File: src/rtl/o1ae_ram.sv
// Generic single-port RAM with registered read.
// No dependencies.
module o1ae_ram #(
    parameter int WIDTH = 8,
    parameter int DEPTH = 256
) (
    input  logic                     clk,
    input  logic                     we,
    input  logic [$clog2(DEPTH)-1:0] addr,
    input  logic [WIDTH-1:0]         wdata,
    output logic [WIDTH-1:0]         rdata
);
    logic [WIDTH-1:0] mem [DEPTH];

    always_ff @(posedge clk)
    begin
        if (we)
            mem[addr] <= wdata;
        rdata <= mem[addr];
    end
endmodule

File: config.mk
export PLATFORM = sky130hd
export DESIGN_NAME = o1ae_ram
export DESIGN_NICKNAME = d
export VERILOG_FILES = /design/src/rtl/o1ae_ram.sv
export SDC_FILE = /design/constraint.sdc
export NUM_CORES = 2
export LEC_CHECK = 0
export BUFFER_PORTS_ARGS = -buffer_cell sky130_fd_sc_hd__buf_2
export CAP_MARGIN = 25
export CORE_AREA = 2 2 381 383
export CTS_CLUSTER_DIAMETER = 120
export DETAILED_ROUTE_END_ITERATION = 12
export DIE_AREA = 0 0 383 385
export PLACE_DENSITY = 0.75
export SYNTH_ARGS = -nofsm -noshare
export SYNTH_HDL_FRONTEND = slang
export SYNTH_SLANG_ARGS = --single-unit
File: constraint.sdc
create_clock -name clk -period 5.6 [get_ports clk]
set_input_delay 0.28 -clock clk [delete_from_list [all_inputs] [get_ports clk]]
set_output_delay 0.28 -clock clk [all_outputs]
set_load 0.03 [all_outputs]
After elaboration in Yosys (flattened, before gate mapping)
Memories as Yosys holds them, arrays and structs flattened. A register that Yosys moved wholly into a read port is not among the register bits.
Cells that the tools add are included.

storage, ports and cells
  bits in writable memories = 2048
  output and inout bits = 8
  bits of input ports = 18
  word-level logic and storage cells = 3
  register bits after elaboration = 0
  memories kept = 1

memories
  name  words  bits a word  read ports  clocked after Yosys merged registers in  wr ports  line  source
  mem   256    8            1           1                                        1         13    logic [WIDTH-1:0] mem [DEPTH];

operators by class
  mux-type cells = 2

operators by type and width
  kind     count
  $mux W1  2

Longest topological paths before layout
  depth after elaboration = 2
  depth in mapped cells = 10
  depth with buffers taken out = 5

Worst setup path before layout
OpenSTA, ideal clock, no wires.

  kind = in2reg
  from = input port addr[1]
  to = memory mem[111][0] (enable)
  library setup time = 370 ps
  data required time = 5230 ps
  path slack = 3101 ps
  arrival = 2129 ps
  cell stages on the path = 9
  buffers on the path = 5
  path through = buf_2 -> clkbuf_1 -> clkbuf_1 -> nand2_1 -> buf_2 -> nor2_1 -> nand2_1 -> clkbuf_1 -> nor2_1

RTL lines
  what             line  source
  start, declared  9     input logic [$clog2(DEPTH)-1:0] addr,
  end, declared    13

Straight into the memory's write port.

==> impl_metrics.env <==
export IMPL_status="finished, final reports clean"
export IMPL_synthTopCellsByArea="edfxtp_1 (78%), mux4_2 (15%), a22oi_1 (2.4%)"
export IMPL_cp_max_fo=73
export IMPL_core_region_area_um2=143000
export IMPL_critPathLaunchType="input port"
export IMPL_n_fill_cell=9405
export IMPL_finalSetupTns_ps=0
export IMPL_reg2reg_depth=5
export IMPL_ys_seq_area_frac=0.786
export IMPL_grt_usage=0.248
export IMPL_cp_required_ps=6240
export IMPL_cts_tree="yes"
export IMPL_via_count=37700
export IMPL_crit_start="addr[0]"
export IMPL_arrival_ps=3860
export IMPL_drtAntennaViolNets=0
export IMPL_ys_types=22
export IMPL_cts_root_buf="clkbuf_16"
export IMPL_drt_pre_antenna_iters=6
export IMPL_rows=139
export IMPL_placed_area_um2=81100
export IMPL_ys_warn_count=0
export IMPL_ios=26
export IMPL_h_tree_depth=4
export IMPL_drive_gt1_frac=0.242
export IMPL_min_to="mem[88][7]"
export IMPL_clock_latency_ps=840
export IMPL_final_hold_viol_count=0
export IMPL_syn_area_per_cell_um2=22.1
export IMPL_synth_top_cell_by_area="edfxtp_1"
export IMPL_setup_viol=0
export IMPL_antenna_found_initial=10
export IMPL_ys_ff_latch=2056
export IMPL_grt_pass1_vias=38000
export IMPL_power_density_nw_per_um2=353
export IMPL_timing_fmax_ghz=0.310
export IMPL_die_x_um=383
export IMPL_endpoint_kind="flip-flop"
export IMPL_r2r_start="mem[137][0]"
export IMPL_netlist_area_um2=78500
export IMPL_power_leakage_nw=26.3
export IMPL_maxSlewViolCount=0
export IMPL_max_slew_margin_rel=0.191
export IMPL_synth_top_cell_area_share=0.783
export IMPL_layout_nets=3661
export IMPL_syn_to_final_growth_pct=10.9
export IMPL_grt_overflow=0
export IMPL_min_period_ps=3220
export IMPL_reg2reg_slack_ps=2850
export IMPL_clock_path_buffers=3
export IMPL_clk_pin_slew_ps=60
export IMPL_cts_resized=0
export IMPL_cts_setup_buffers=0
export IMPL_initialDrtViolationCount=5501
export IMPL_path_class="in2reg"
export IMPL_fin_crit_sh=0.575
export IMPL_hold_depth=1
export IMPL_chipHeight_um=385
export IMPL_cap_violations=0
export IMPL_dpl_hpwl_um=103000
export IMPL_grt_pass1_wl_um=263000
export IMPL_portBuffers=25
export IMPL_wl_um=180000
export IMPL_start_util=0.548
export IMPL_grt_setup_unrepaired="no"
export IMPL_wire_per_inst_um=31.6
export IMPL_cts_hold_fix_buffers=1
export IMPL_clock_sinks=2056
export IMPL_worst_slew_pin_slew_ps=1200
export IMPL_grt_max_degree=177
export IMPL_numCtsBuffers=194
export IMPL_min_from="wdata[7]"
export IMPL_post_route_drc_count=0
export IMPL_hold_path_class="in2reg"
export IMPL_vias_per_cell=6.61
export IMPL_synth_nets=3565
export IMPL_die_area_um2=147000
export IMPL_finalClockSkew_ps=32.0
export IMPL_final_area_um2=87000
export IMPL_timing_rr_end="rdata[0]"
export IMPL_gp_congestion=0.825
export IMPL_vdd_ir_drop_max_uv=296
export IMPL_syn_inst=3547
cells in the final DEF, fill, tap and decap left out, drive strengths merged:
master,n
clkinvlp,4
diode,2
nor2b,7
a21oi,128
nand2b,6
clkbuf,242
inv,9
or2,2
dlygate4sd3,1
bufinv,8
buf,122
or3,1
a22oi,256
nor2,232
nand4,8
mux4,512
nand2,28
dfxtp,8
o41ai,32
nor3,30
edfxtp,2048
nand3,13
and2,3
clkinv,103
where the power goes:
| group | total [W] | switching [W] | internal [W] |
|---|---|---|---|
| clock | 0.0124 | 0.00559 | 0.00676 |
| sequential | 0.0170 | 0.0000253 | 0.0170 |
| combinational | 0.00138 | 0.000910 | 0.000473 |
| total | 0.0307 | 0.00652 | 0.0242 |
worst max-delay path: stages:
cell and delay (ps):
buf_8 520, buf_12 510, mux4_2 580, a22oi_1 260, a21oi_1 180, o41ai_1 1090
nand4_1 150
worst max-delay path by stage:
stage | slack, ps | depth (start not counted) | to
2_1_floorplan | 3100 | 9 | mem[111][0]
3_3_place_gp | 1420 | 8 | rdata[7]
3_5_place_dp | 1600 | 7 | rdata[0]
4_1_cts | 2480 | 7 | rdata[0]
5_1_grt | 2270 | 7 | rdata[0]
6_report | 2380 | 7 | rdata[0]
stage by stage:
step / power [W] / std cells / hold WS, ps / utilization / worst slack (ps)
6_report: 0.0307 / 5708 / 98.7 / 0.608 / 2380
5_1_grt: 0.0315 / 5706 / 111 / 0.608 / 2270
4_1_cts: 0.0308 / 5705 / 86.4 / 0.608 / 2480
3_5_place_dp: 0.0187 / 5348 / 780 / 0.566 / 1600
3_3_place_gp: 0.0187 / 5342 / 769 / 0.566 / 1420
2_1_floorplan: 0.0181 / 3547 / 379 / - / 3100
logic make-up after synthesis:
kind of cell,after synthesis,synth area share
AO/OA/AOI/OAI,416,0.0362
flip-flops,2056,0.786
AND/OR/NAND/NOR,330,0.0173
buffers and inverters,233,0.0140
multiplexers,512,0.147
final cells by class:
type / instances / area (um^2) / share of cell area
Timing Repair Buffer: 132 / 1290 / 0.0148
Clock buffer: 233 / 5020 / 0.0577
Multi-Input combinational cell: 1258 / 15800 / 0.181
Clock inverter: 123 / 886 / 0.0102
Antenna cell: 2 / 5.00 / 0.0000575
Sequential cell: 2056 / 61700 / 0.709
Inverter: 1 / 3.75 / 0.0000431
Tap cell: 1903 / 2380 / 0.0274
synthesized netlist by cell type:
library cell / instances
edfxtp_1: 2048
mux4_2: 512
a22oi_1: 256
nor2_1: 232
clkbuf_1: 145
a21oi_1: 128
buf_2: 36
o41ai_1: 32
nor3_1: 30
nand2_1: 28
buf_1: 19
buf_4: 16
buf_6: 16
nand3_1: 13
dfxtp_1: 8
nand4_1: 8
nor2b_1: 7
nand2b_1: 6
and2_1: 3
or2_2: 2
inv_1: 1
or3_1: 1
metal layers:
| metal | routed length (um) | GRT usage | vias to the layer above |
|---|---|---|---|
| li1 | - | - | 15300 |
| met1 | 68300 | 0.353 | 19900 |
| met2 | 86500 | 0.383 | 2196 |
| met3 | 19900 | 0.0628 | 326 |
| met4 | 5420 | 0.0773 | 6 |
| met5 | 40 | 0 | - |
state kept, by name, indices dropped and copies added (netlist names):
name	flops
mem	2048
rdata	8
Note: power is estimated with default switching activity, not from simulation.
