==> src/rtl/o1ae_muldiv.sv <==
// Iterative restoring divider forming floor(a*b/d), one quotient bit per cycle.
// The product is built by shift-add over b, one bit per cycle. No dependencies.
module o1ae_muldiv #(
    parameter int AW = 33,
    parameter int BW = 32
) (
    input  logic          clk,
    input  logic          rst_n,
    input  logic          go,
    input  logic [AW-1:0] a,
    input  logic [BW-1:0] b,
    input  logic [BW-1:0] d,
    output logic          done,
    output logic [AW-1:0] q
);
    localparam int PW  = AW + BW;
    localparam int CW  = $clog2(PW + 1);

    typedef enum logic [2:0] {
        MD_IDLE = 3'b001,
        MD_MUL  = 3'b010,
        MD_DIV  = 3'b100
    } md_state_t;

    md_state_t       state_reg, state_next;
    logic [PW-1:0]   prod_reg, prod_next;
    logic [PW-1:0]   mcand_reg, mcand_next;
    logic [BW-1:0]   mplier_reg, mplier_next;
    logic [BW:0]     rem_reg, rem_next;
    logic [PW-1:0]   quo_reg, quo_next;
    logic [CW-1:0]   cnt_reg, cnt_next;
    logic            done_reg, done_next;
    logic [BW:0]     trial;

    always_comb
    begin
        state_next  = state_reg;
        prod_next   = prod_reg;
        mcand_next  = mcand_reg;
        mplier_next = mplier_reg;
        rem_next    = rem_reg;
        quo_next    = quo_reg;
        cnt_next    = cnt_reg;
        done_next   = 1'b0;
        trial       = {rem_reg[BW-1:0], prod_reg[PW-1]};
        unique case (state_reg)
            MD_IDLE:
            begin
                if (go)
                begin
                    prod_next   = '0;
                    mcand_next  = PW'(a);
                    mplier_next = b;
                    cnt_next    = CW'(BW);
                    state_next  = MD_MUL;
                end
            end
            MD_MUL:
            begin
                if (mplier_reg[0])
                    prod_next = prod_reg + mcand_reg;
                mcand_next  = mcand_reg << 1;
                mplier_next = mplier_reg >> 1;
                cnt_next    = cnt_reg - 1'b1;
                if (cnt_reg == CW'(1))
                begin
                    rem_next   = '0;
                    quo_next   = '0;
                    cnt_next   = CW'(PW);
                    state_next = MD_DIV;
                end
            end
            MD_DIV:
            begin
                // one restoring step: shift in the next product bit
                prod_next = prod_reg << 1;
                if (trial >= {1'b0, d} && d != '0)
                begin
                    rem_next = trial - {1'b0, d};
                    quo_next = {quo_reg[PW-2:0], 1'b1};
                end
                else
                begin
                    rem_next = trial;
                    quo_next = {quo_reg[PW-2:0], 1'b0};
                end
                cnt_next = cnt_reg - 1'b1;
                if (cnt_reg == CW'(1))
                begin
                    done_next  = 1'b1;
                    state_next = MD_IDLE;
                end
            end
            default: state_next = MD_IDLE;
        endcase
    end

    always_ff @(posedge clk or negedge rst_n)
    begin
        if (!rst_n)
        begin
            state_reg <= MD_IDLE;
            done_reg  <= 1'b0;
        end
        else
        begin
            state_reg <= state_next;
            done_reg  <= done_next;
        end
    end

    always_ff @(posedge clk)
    begin
        prod_reg   <= prod_next;
        mcand_reg  <= mcand_next;
        mplier_reg <= mplier_next;
        rem_reg    <= rem_next;
        quo_reg    <= quo_next;
        cnt_reg    <= cnt_next;
    end

    assign done = done_reg;
    assign q    = quo_reg[AW-1:0];
endmodule

==> config.mk <==
export PLATFORM = sky130hd
export DESIGN_NAME = o1ae_muldiv
export DESIGN_NICKNAME = d
export VERILOG_FILES = /design/src/rtl/o1ae_muldiv.sv
export SDC_FILE = /design/constraint.sdc
export NUM_CORES = 1
export LEC_CHECK = 0
export BUFFER_PORTS_ARGS = -buffer_cell sky130_fd_sc_hd__buf_2
export CORE_UTILIZATION = 51
export CTS_BUF_LIST = sky130_fd_sc_hd__clkbuf_2
export DETAILED_ROUTE_END_ITERATION = 10
export GPL_ROUTABILITY_DRIVEN = 0
export PLACE_DENSITY = 0.77
export RECOVER_POWER = 25
export SYNTH_ARGS = -nofsm -noshare
export SYNTH_HDL_FRONTEND = slang
export SYNTH_SLANG_ARGS = --single-unit
==> constraint.sdc <==
create_clock -name clk -period 5.7 [get_ports clk]
set_input_delay 1.14 -clock clk [delete_from_list [all_inputs] [get_ports clk]]
set_output_delay 1.14 -clock clk [all_outputs]
set_load 0.005 [all_outputs]
# --- Word-level counts from Yosys, hierarchy flattened ---
# Cells that the tools add are included.
totals:
  register_bits: 238
  inputBits: 100
  word_cells: 52
op_classes:
  addsub: 3
  n_lt_le_gt_ge: 1
  eq_ne: 8
  mux: 22
  n_reduce_logical: 10
op_table:
  columns: ["cell", "count"]
  rows:
  - ["2-to-1 mux 65 bit", 3]
  - ["case mux 65 bit (3 select lines)", 1]
  - ["case mux 65 bit (2 select lines)", 1]
  - ["case mux 32 bit (2 select lines)", 2]
  - ["2-to-1 mux 32 bit", 3]
  - ["case mux 33 bit (2 select lines)", 1]
  - ["adder 65 bit", 1]
  - ["greater-or-equal comparator 33 x 32 -> 1 bit", 1]
  - ["2-to-1 mux 33 bit", 1]
  - ["nonzero test 32 bit", 1]
  - ["subtractor 32 bit", 1]
  - ["case mux 7 bit (3 select lines)", 1]
  - ["2-to-1 mux 7 bit", 2]
  - ["2-to-1 mux 3 bit", 3]
  - ["case mux 3 bit (3 select lines)", 1]
  - ["inequality test 2 bit (second input constant)", 4]
  - ["== test 7 x 1 -> 1 bit (second input constant)", 1]
  - ["subtractor 7 x 1 -> 7 bit (second input constant)", 1]
  - ["AND reduction 2 bit", 3]
  - ["AND reduction 3 bit", 2]
  - ["nonzero test 2 bit", 2]
  - ["== test 3 x 1 -> 1 bit (second input constant)", 1]
  - ["== test 3 x 2 -> 1 bit (second input constant)", 1]
  - ["== test 3 bit (second input constant)", 1]
  - ["other kinds (3)", 5]

# --- Depth between registers and ports, before layout ---
# Gate-level depths: netlist of run 1.
depth:
  depth_word: 4
  mapped_depth: 15
  depth_no_buf: 13

# --- Least setup slack after synthesis of run 1 ---
# No wires, ideal clock.
synth_path:
  path_kind: "input to register"
  startpoint: "input go"
  endpoint: "register mcand_reg[0] (enable)"
  arrival_time_ps: 5953
  required_time_ps: 5115
  slack_ps: -838
  stages: 2
  path_cell_list: "nand3b_1 -> a21oi_1"
synth_via:
  elab_chain_len: 2
synth_lines:
  columns: ["element", "line", "text"]
  rows:
  - ["from (decl)", "9", "input logic go,"]
  - ["inequality test 2 bit (no line)", null, null]
  - ["AND reduction 2 bit (no line)", null, null]
  - ["to (signal assigned)", "115", "mcand_reg <= mcand_next;"]
  - ["to (decl)", "27", "logic [PW-1:0] mcand_reg, mcand_next;"]
# No other way between the ends.
# A chain may end at the register's enable or synchronous reset.

# --- Worst setup path in the final report of run 1 ---
layout_path:
  startpoint: "register state_reg[0]"
  endpoint: "register mplier_reg[14] (enable)"
layout_via:
  elab_chain_len: 3
  elab_cells_between_ends: 5
layout_lines:
  columns: ["element", "line", "text"]
  rows:
  - ["from (decl)", "25", "md_state_t state_reg, state_next;"]
  - ["from (signal assigned)", "107", "state_reg <= state_next;"]
  - ["== test 3 x 1 -> 1 bit or == test 3 x 2 -> 1 bit (tied branches)", "46", "unique case (state_reg)"]
  - ["inequality test 2 bit (no line) or nonzero test 2 bit (tied branches)", null, null]
  - ["AND reduction 2 bit (no line) *", null, null]
  - ["to (signal assigned)", "116", "mplier_reg <= mplier_next;"]
  - ["to (decl)", "28", "logic [BW-1:0] mplier_reg, mplier_next;"]
# Mark *: on every way between the ends. The rest lies on a longest branch, timed or not.

==> out/qor.yml, run 1 <==
detailed_routing:
  vias: 12400
  wl_per_cell_um: 15.7
  drt_iter0_markers: 872
  totalWireLength_mm: 34.1
  drtPass1Iterations: 9
  ant_nets: 0
  viasPerCell: 5.69
  drc: 0
critical_path:
  r2r_slack_ns: 1.79
  cp-start-kind: "flip-flop"
  crit_start: "state_reg[0]"
  slowest_delay_ns: 1.77
  path_buf_inv: 2
  cp_max_fo: 57
  crit_type: "flip-flop to flip-flop"
  arrival_ns: 4.45
  worst_r2r_endpoint: "mplier_reg[14]"
  crit_family: "buffers and inverters"
  reg2reg_depth: 4
  cp-end-kind: "flip-flop"
  slowest_stage: "clkbuf_1"
  crit_chain: "nand3b_1, a21oi_4, clkbuf_1, buf_4"
  crit_required_ns: 6.23
  reg2reg_from: "state_reg[0]"
placement:
  dp_hpwl_mm: 23.6
  io_buffers: 133
  place_inst: 2075
floorplan:
  dieArea_mm2: 0.0308
  fp-row-count: 63
  start_util_pct: 51.9
  die_h_um: 176
  core_area_mm2: 0.0296
  die_x_um: 176
  io_pins: 134
power:
  p_total_mw: 3.14
  power.leakage_nw: 7.35
  vdd_drop_max_uv: 151
  power.density_mw_per_mm2: 187
global_route:
  grt_use_total_pct: 22.3
  first_global_vias: 12100
  grt_antenna_before_repair: 1
  grt_max_degree: 114
  grt_pass1_wl_mm: 56.9
  grt.overflow.total: 0
yosys:
  synth_top_area_cell: "edfxtp_1"
  ys_dominant_reg_cell: "edfxtp_1"
  synthCells: 1614
  ys_types: 67
  synth_area_mm2: 0.0154
  ys_top_cells_by_area: "edfxtp_1 46%, nand2_1 8.0%, ha_1 8.0%, a21oi_1 3.5%, o21ai_0 3.5%"
  synth_enable_flop_cells: 234
  synth_top_area_share_pct: 45.7
  synth-seq-cells: 238
  yosys_warnings: 0
  synth.avg_cell_area_um2: 9.52
  synthTopCellsByCount: "328 x nand2_1, 234 x edfxtp_1, 109 x a21oi_1"
  yosysSeqAreaShare_pct: 46.4
  async_flop_share_pct: 1.68
  synth.most_common_cell: "nand2_1"
  syn-num-nets: 1814
layout:
  nets: 1949
  drive_gt1_share_pct: 14.0
  syn_to_final_growth_pct: 9.44
  utilization_pct: 56.8
  fin_cells: 2176
flow_run:
  maxCapViolCount: 4
timing:
  relSlewSlack_pct: -65.6
  report.final.setup_viol: 0
  worst_pin_slew_ns: 2.48
  setup_tns_ns: 0
  grt_setup_unrepaired: "no"
  slew_violations: 306
  period_needed_ns: 3.91
  final.setup_skew_ns: 0.0774
  whs_ns: 0.475
  fmax_mhz: 256
  report.final.hold_viol_count: 0
  timing.final.crit_share_pct: 68.6
hold_path:
  hp-class: "input port to flip-flop"
  min_from: "a[21]"
  min_to: "mcand_reg[21]"
  min_path_cells: 3
clock_network:
  cts_tree: "done"
  clockBufferDepth: 3
  clkSinkCount: 238
  cts_max_level: 2
  clk_pin_slew_ns: 0.10
  insertion_delay_ns: 0.94
  cts.repair.resized: 0
  clockRootBuffer: "clkbuf_2"
  numCtsBuffers: 61
run_status:
  violations: "max-capacitance violations, max-slew violations"
  status: "finished, violations left"
layer usage:
layer  up-vias  global-route usage [%]  share of wire (%)
met5         -                       0                  0
met4         0                    9.49                3.2
met3        87                    3.55                6.0
met2       415                    35.9                 45
met1      5763                    29.8                 45
li1       6116                       -                  -
power breakdown:
| part | switching (mW) | internal (mW) | leakage, nW |
|---|---|---|---|
| Combinational | 0.0567 | 0.0547 | 4.67 |
| Sequential | 0 | 1.89 | 2.29 |
| Clock | 0.710 | 0.432 | 0.388 |
| Total | 0.766 | 2.38 | 7.35 |
repair_timing:
| action | 4_1_cts | 5_1_grt |
|---|---|---|
| hold endpoints to repair | 3 | 0 |
| buffers inserted | 0 | 0 |
| hold buffers | 1 | 0 |
worst min-delay path, cell delays in order:
cell	delay (ns)
buf_2	0.07
nand2_1	0.04
nand2_1	0.05
worst max-delay path by stage:
stage	slack [ns]	cells after the start	end
finish	1.79	4	mplier_reg[14]
global route	1.49	4	mplier_reg[29]
CTS	1.97	9	rem_reg[26]
detailed placement	1.16	11	rem_reg[24]
global placement	1.32	14	rem_reg[26]
floorplan	1.34	2	mcand_reg[0]
cells by family after synthesis:
logic type      synth area share, %
compound gates                 15.9
mux                            1.76
buf+inv                        3.38
fa+ha+maj                      8.24
flops                          46.4
simple gates                   19.1
xor+xnor                       5.24
final cells by class:
cell class,instances,area (um^2)
diodes,1,2.50
clock buffers,82,410
clock inverters,17,98.8
fillers,2719,12800
inverters,57,214
multi-input cells,1249,7750
flip-flops and latches,238,7130
well taps,390,488
repair buffers,142,726
cells in the final DEF (no fill, tap or decap), types with 5 or more instances in the layout:
cell / synthesis / final
buf_4: 1 / 5
a21o_1: 52 / 52
a211oi_1: 13 / 13
mux2i_1: 27 / 27
nor2_1: 85 / 84
o21ai_0: 107 / 107
o21a_1: 7 / 7
and4_1: 5 / 5
buf_2: 13 / 132
nand2_1: 328 / 327
inv_1: 57 / 57
o21bai_1: 14 / 14
a21boi_0: 7 / 7
nor2b_1: 13 / 13
a31oi_1: 13 / 13
nand4_1: 28 / 28
nand2b_1: 12 / 12
xnor2_1: 49 / 49
clkinv_1: 0 / 11
and2_0: 0 / 35
and3_1: 12 / 12
and2_1: 74 / 39
ha_1: 98 / 98
a21oi_1: 109 / 108
xor2_1: 43 / 43
o22ai_1: 9 / 9
nand3_1: 30 / 30
nor4_1: 13 / 13
edfxtp_1: 234 / 234
o211ai_1: 8 / 8
o21ai_1: 11 / 11
nor3_1: 16 / 16
clkbuf_2: 0 / 84
per-stage QoR:
step                      setup WS (ns)  cell area (um^2)
after detailed placement           1.16             16300
final                              1.79             16800
after global routing               1.49             16800
after floorplan                    1.34             15400
after global placement             1.32             16300
after CTS                          1.97             16800
No activity file was read; power rests on OpenSTA's default activity.
==> inputs of run 2 (changes only) <==
--- a/config.mk
+++ b/config.mk
@@ -10,7 +10,7 @@
 export CTS_BUF_LIST = sky130_fd_sc_hd__clkbuf_2
 export DETAILED_ROUTE_END_ITERATION = 10
 export GPL_ROUTABILITY_DRIVEN = 0
-export PLACE_DENSITY = 0.77
+export PLACE_DENSITY = 0.74
 export RECOVER_POWER = 25
 export SYNTH_ARGS = -nofsm -noshare
 export SYNTH_HDL_FRONTEND = slang
==> constraint.sdc (replaced) <==
create_clock -name clk -period 4 [get_ports clk]
set_input_delay 0.8 -clock clk [delete_from_list [all_inputs] [get_ports clk]]
set_output_delay 0.8 -clock clk [all_outputs]
set_load 0.005 [all_outputs]
==> run 2 against run 1 <==
Against the previous run: the flow still finishes with violations (max-capacitance violations, max-slew violations); fmax is 8.3% higher; routed wire length is 0.64% lower; sequential share of layout area is 0.31 points lower; clock power is 46% higher; flip-flop and latch count stayed put; count of clock-buffer cells in the layout is 4 higher; clock skew hardly changed; sequential power is 42% higher; largest cell class unchanged.
==> out/qor.yml, run 2 (synthesis gave the netlist of run 1 again) <==
run_status:
  status: "finished, violations left"
  violations: "max-capacitance violations, max-slew violations"
detailed_routing:
  drt_iter0_markers: 947  # +8.6%
  vias: 12300  # -0.63%
  totalWireLength_mm: 33.9  # -0.64%
  viasPerCell: 5.60  # -1.6%
  ant_nets: 0  # unchanged
  drc: 0  # unchanged
  wl_per_cell_um: 15.4  # -1.6%
  drtPass1Iterations: 6  # -3
timing:
  worst_pin_slew_ns: 2.54  # +0.0552 ns
  timing.final.crit_share_pct: 90.3  # +22 points
  setup_tns_ns: 0  # unchanged
  report.final.hold_viol_count: 0  # unchanged
  period_needed_ns: 3.61  # -0.300 ns
  report.final.setup_viol: 0  # unchanged
  grt_setup_unrepaired: "no"
  fmax_mhz: 277  # +8.3%
  whs_ns: 0.206  # -0.269 ns
  slew_violations: 98  # -68%
  relSlewSlack_pct: -69.3  # -3.7 points
  fin_ws_ns: 0.388  # -1.40 ns
  final.setup_skew_ns: 0.0774  # -0.0000449 ns
floorplan:
  fp-row-count: 63  # unchanged
  start_util_pct: 51.9  # unchanged
  die_h_um: 176  # unchanged
  core_area_mm2: 0.0296  # unchanged
  dieArea_mm2: 0.0308  # unchanged
  die_x_um: 176  # unchanged
  io_pins: 134  # unchanged
clock_network:
  cts_max_level: 3  # +1
  cts_tree: "done"
  ctsHoldBuffers: 1  # unchanged
  clkSinkCount: 238  # unchanged
  clockBufferDepth: 3  # unchanged
  postCtsSetupBuffers: 0  # unchanged
  numCtsBuffers: 66  # +8.2%
  clk_pin_slew_ns: 0.10  # about the same
  cts.repair.resized: 0  # unchanged
  insertion_delay_ns: 0.85  # -0.09 ns
  clockRootBuffer: "clkbuf_2"
critical_path:
  reg2reg_from: "mcand_reg[1]"
  arrival_ns: 4.12  # -0.33 ns
  cp-end-kind: "flip-flop"
  critPathCapture: "prod_reg[63]"
  crit_type: "flip-flop to flip-flop"
  reg2reg_depth: 11  # +7
  cp_max_fo: 4  # -93%
  crit_start: "mcand_reg[1]"
  r2r_slack_ns: 0.39  # -1.40 ns
  crit_required_ns: 4.51  # -1.72 ns
  cp-start-kind: "flip-flop"
  worst_r2r_endpoint: "prod_reg[63]"
layout:
  drive_gt1_share_pct: 14.6  # +0.61 points
  num-fill-cells: 2694  # -0.92%
  nets: 1960  # +0.56%
  layout_common_cells: "327 x nand2_1, 234 x edfxtp_1, 132 x buf_2, 108 x a21oi_1, 107 x o21ai_0"
  fin_cells: 2197  # +0.97%
  final_common_cell: "nand2_1"
  syn_to_final_growth_pct: 10.3
global_route:
  grt.overflow.total: 0  # unchanged
  grt_pass1_wl_mm: 56.4  # -0.84%
  grt_antenna_before_repair: 2  # +1
  grt_max_degree: 98  # -14%
  first_global_vias: 11900  # -1.2%
  grt_use_total_pct: 22.3  # about the same
flow_run:
  maxCapViolCount: 1  # -3
hold_path:
  hp-class: "input port to flip-flop"
power:
  vdd_drop_max_uv: 182  # +21%
  power.density_mw_per_mm2: 266  # +43%
  p_total_mw: 4.51  # +44%
  power.leakage_nw: 7.44  # +1.2%
placement:
  place_inst: 2081  # +0.29%
  dp_hpwl_mm: 23.7  # +0.18%
  dp_slack_ns: 0.189  # -0.976 ns
  io_buffers: 133  # unchanged
## run 2: cell count changes in the layout (fill, tap and decap cells not counted), sizes merged
| cell | delta |
|---|---|
| clkinv | +9 |
| inv | +2 |
| clkinvlp | +1 |
| clkbuf | +2 |
| bufinv | -1 |
| buf | +8 |
## run 2: metrics by stage
| step | cell area (um^2) | util [%] |
|---|---|---|
| after global placement | 16400 | 55.3 |
| after CTS | 17000 | 57.2 |
| after detailed placement | 16400 | 55.3 |
| after global routing | 16900 | 57.2 |
| after floorplan | 15400 | - |
| final | 16900 | 57.2 |
## run 2: worst min-delay path by stage
stage              startpoint             end  cells after the start
2_1_floorplan   mplier_reg[1]   mplier_reg[0]                      2
3_3_place_gp   mplier_reg[10]   mplier_reg[9]                      2
3_5_place_dp   mplier_reg[15]  mplier_reg[14]                      2
4_1_cts                 b[28]  mplier_reg[28]                      3
5_1_grt                 b[28]  mplier_reg[28]                      3
6_report                a[17]   mcand_reg[17]                      3
## run 2: power by group
part / total, mW / switching (mW) / internal, mW / leakage (nW)
Clock: 1.66 / 1.06 / 0.604 / 0.412
Combinational: 0.159 / 0.0813 / 0.0781 / 4.73
Sequential: 2.69 / 0 / 2.69 / 2.29
Total: 4.51 / 1.14 / 3.37 / 7.44
## run 2: final cells by class
| type | count | area, um^2 | area share, % |
|---|---|---|---|
| inverter | 57 | 214 | 1.26 |
| clock inverter | 28 | 133 | 0.783 |
| timing repair buffer | 148 | 790 | 4.66 |
| antenna | 1 | 2.50 | 0.0148 |
| sequential | 238 | 7130 | 42.1 |
| tap | 390 | 488 | 2.88 |
| clock buffer | 86 | 430 | 2.54 |
| multi-input combinational | 1249 | 7760 | 45.8 |
## run 2: worst max-delay path: stages (launching register included)
cell	delay, ns
edfxtp_1	0.50
ha_1	0.34
a211oi_1	0.35
nor4_1	0.11
nor2_1	0.28
a211oi_2	0.14
o311ai_2	0.41
a21oi_1	0.23
and3_1	0.26
a41oi_1	0.34
xor2_1	0.20
o21ai_0	0.11
## run 2: layer usage
layer	share of wire (%)	vias to the layer above	global-route usage, %	wire length (um)
li1	-	6136	-	-
met1	47	5730	30.3	16000
met2	45	379	35.7	15300
met3	5.7	56	3.81	1940
met4	2.2	2	8.15	742
met5	0.038	-	0	13
==> inputs of run 3 (changes only) <==
--- a/config.mk
+++ b/config.mk
@@ -5,12 +5,13 @@
 export SDC_FILE = /design/constraint.sdc
 export NUM_CORES = 1
 export LEC_CHECK = 0
+export ABC_AREA = 1
 export BUFFER_PORTS_ARGS = -buffer_cell sky130_fd_sc_hd__buf_2
 export CORE_UTILIZATION = 51
 export CTS_BUF_LIST = sky130_fd_sc_hd__clkbuf_2
 export DETAILED_ROUTE_END_ITERATION = 10
 export GPL_ROUTABILITY_DRIVEN = 0
-export PLACE_DENSITY = 0.74
+export PLACE_DENSITY = 0.73
 export RECOVER_POWER = 25
 export SYNTH_ARGS = -nofsm -noshare
 export SYNTH_HDL_FRONTEND = slang
==> run 3 against run 2 <==
Against the previous run: the run still ends with max-capacitance violations, max-slew violations left; global-route usage up 4.0 points; core utilization down 0.19 points; via count up 45%; final area up 20%; non-clock buffer count down 3; sequential share of layout area down 7.2 points; clock skew up 0.021 ns; highest routed layer is now met4.
==> out/qor.yml, run 3 <==
run_status:
  status: "finished, violations left"
  violations: "max-capacitance violations, max-slew violations"
global_route:
  first_global_vias: 17400  # +46%
  grt_pass1_wl_mm: 80.8  # +43%
  grt.overflow.total: 0  # unchanged
  grt_max_degree: 103  # +5.1%
  grt_antenna_before_repair: 2  # unchanged
  grt_use_total_pct: 26.3  # +4.0 points
layout:
  syn_to_final_growth_pct: 8.93
  drive_gt1_share_pct: 8.83  # -5.8 points
  final_common_cell: "nand2_1"
  num-fill-cells: 3606  # +34%
  layout_common_cells: "1192 x nand2_1, 544 x inv_1, 260 x nor2_1, 234 x edfxtp_1, 133 x nand3_1"
  nets: 3210  # +64%
  utilization_pct: 57.0  # -0.19 points
  regArea_mm2: 0.00713  # unchanged
  multiInputGateArea_mm2: 0.00931  # +20%
  fin_cells: 3512  # +60%
critical_path:
  slowest_stage: "buf_4"
  crit_required_ns: 4.50  # about the same
  crit_family: "buffers and inverters"
  worst_r2r_endpoint: "rem_reg[25]"
  path_buf_inv: 2  # +2
  crit_top_cell: "buf_4"
  cp_max_fo: 102  # +98
  cp-end-kind: "flip-flop"
  cp-start-kind: "flip-flop"
  reg2reg_from: "state_reg[0]"
  reg2reg_depth: 5  # -6
  crit_chain: "nor3_1, buf_4, nand2_1, nand2_2, buf_4"
  arrival_ns: 3.49  # -0.63 ns
  r2r_slack_ns: 1.00  # +0.62 ns
  crit_type: "flip-flop to flip-flop"
  slowest_delay_ns: 0.89  # +0.39 ns
floorplan:
  fp-row-count: 69  # +9.5%
  die_h_um: 194  # +10%
  die_x_um: 194  # +10%
  dieArea_mm2: 0.0375  # +22%
  start_util_pct: 52.3  # +0.46 points
  core_area_mm2: 0.0358  # +21%
  io_pins: 134  # unchanged
placement:
  dp_hpwl_mm: 36.6  # +54%
  io_buffers: 133  # unchanged
  place_inst: 3401  # +63%
  dp_slack_ns: 0.770  # +0.582 ns
detailed_routing:
  drtPass1Iterations: 8  # +2
  ant_nets: 0  # unchanged
  wl_per_cell_um: 13.9  # -10%
  drt_iter0_markers: 1221  # +29%
  vias: 17800  # +45%
  drc: 0  # unchanged
  totalWireLength_mm: 48.8  # +44%
  viasPerCell: 5.07  # -9.5%
clock_network:
  clockBufferDepth: 3  # unchanged
  insertion_delay_ns: 0.92  # +0.07 ns
  cts_tree: "done"
  postCtsSetupBuffers: 0  # unchanged
  clockRootBuffer: "clkbuf_2"
  clkSinkCount: 238  # unchanged
  numCtsBuffers: 67  # +1.5%
  clk_pin_slew_ns: 0.09  # about the same
  cts_max_level: 3  # unchanged
yosys:
  synthCells: 2849  # +77%
  synth.most_common_cell: "nand2_1"
  synth_area_mm2: 0.0187  # +22%
  synthTopCellsByCount: "1193 x nand2_1, 545 x inv_1, 261 x nor2_1"
  synth-seq-cells: 238  # unchanged
  async_flop_share_pct: 1.68  # unchanged
  ys_top_cells_by_area: "edfxtp_1 37%, nand2_1 24%, inv_1 11%, ha_1 6.5%, nor2_1 5.2%"
  ys_types: 38  # -43%
  ys_dominant_reg_cell: "edfxtp_1"
  synth_enable_flop_cells: 234  # unchanged
  syn-num-nets: 3049  # +68%
  yosys_warnings: 0  # unchanged
  synth_top_area_cell: "edfxtp_1"
  yosysSeqAreaShare_pct: 38.0  # -8.4 points
  synth_top_area_share_pct: 37.5  # -8.2 points
  synth.avg_cell_area_um2: 6.58  # -31%
timing:
  timing.final.crit_share_pct: 74.9  # -15 points
  whs_ns: 0.143  # -0.0624 ns
  relSlewSlack_pct: -4.88  # +64 points
  fmax_mhz: 334  # +21%
  slew_violations: 38  # -61%
  grt_setup_unrepaired: "no"
  report.final.hold_viol_count: 0  # unchanged
  worst_pin_slew_ns: 1.57  # -0.966 ns
  final.setup_skew_ns: 0.0985  # +0.0211 ns
  report.final.setup_viol: 0  # unchanged
  period_needed_ns: 3.00  # -0.617 ns
  setup_tns_ns: 0  # unchanged
  fin_ws_ns: 1.00  # +0.617 ns
power:
  p_clk_share_pct: 12.4  # -25 points
  seq_power_share_pct: 31.6  # -28 points
  power.density_mw_per_mm2: 685  # +160%
  swShare_pct: 50.0  # +25 points
  vdd_drop_max_uv: 367  # +100%
  internal-power_mw: 6.99  # +110%
  p_sw_mw: 7.00  # +510%
  p_comb_share_pct: 56.0  # +53 points
  power.leakage_nw: 11.1  # +50%
hold_path:
  min_path_cells: 3  # unchanged
  min_from: "b[2]"
  min_to: "mplier_reg[2]"
  hp-class: "input port to flip-flop"
flow_run:
  maxCapViolCount: 1  # unchanged
==> run 3: cell count changes after synthesis, moves of 39 or more <==
cell,delta
o21ai_0,-52
nand3_1,+104
a21o_1,-49
nand2_1,+865
nor2_1,+176
xor2_1,-39
and2_1,-64
inv_1,+488
==> run 3: cells by family after synthesis <==
group / Yosys count / synth area share [%]
buf+inv: 600 / 12.3
compound gates: 207 / 5.93
flops: 238 / 38.0
xor+xnor: 20 / 0.935
fa+ha+maj: 100 / 6.76
simple gates: 1684 / 36.0
==> run 3: what timing repair did <==
item                                   CTS  global route
endpoints found under the hold margin    4             0
hold buffers                             1             0
resized for setup                        0             0
==> run 3: power by group through the flow <==
stage	clock, mW	combinational, mW	sequential (mW)
6_report	1.73	7.83	4.42
5_1_grt	1.93	8.84	4.53
4_1_cts	1.83	7.71	4.42
3_5_place_dp	0	7.67	4.46
3_3_place_gp	0	7.53	4.43
2_1_floorplan	0	5.65	4.35
==> run 3: worst max path at each step <==
stage                 start            to  slack (ns)  cells past startpoint
2_1_floorplan            go  mcand_reg[0]        0.14                      2
3_3_place_gp           d[2]   rem_reg[29]        0.84                     15
3_5_place_dp          d[27]   rem_reg[30]        0.77                     15
4_1_cts        state_reg[1]   rem_reg[12]        1.03                      6
5_1_grt        state_reg[0]   rem_reg[11]        0.75                      5
6_report       state_reg[0]   rem_reg[25]        1.00                      5
==> run 3: stage by stage <==
step	cell area, um^2	power, mW
floorplan	18700	10.0
global placement	19900	12.0
detailed placement	19900	12.1
CTS	20500	14.0
global route	20400	15.3
finish	20400	14.0
==> run 3: worst register-to-register path, cell delays in order (launching register included) <==
cell and delay, ns:
dfstp_1 0.41, nor3_1 0.38, buf_4 0.89, nand2_1 0.28
nand2_2 0.13, buf_4 0.46
==> run 3: final cells by class <==
type	instances	share of cell area [%]
well taps	461	2.83
repair buffers	145	3.75
flip-flops and latches	238	34.9
clock inverters	21	0.686
multi-input cells	2011	45.6
inverters	547	10.1
clock buffers	86	2.11
diodes	3	0.0368
==> run 3: per-layer routing <==
layer	vias up	GRT usage, %	share of wire (%)
met5	-	0	0
met4	0	14.8	5.1
met3	159	5.13	6.5
met2	604	43.8	46
met1	7884	31.9	43
li1	9151	-	-
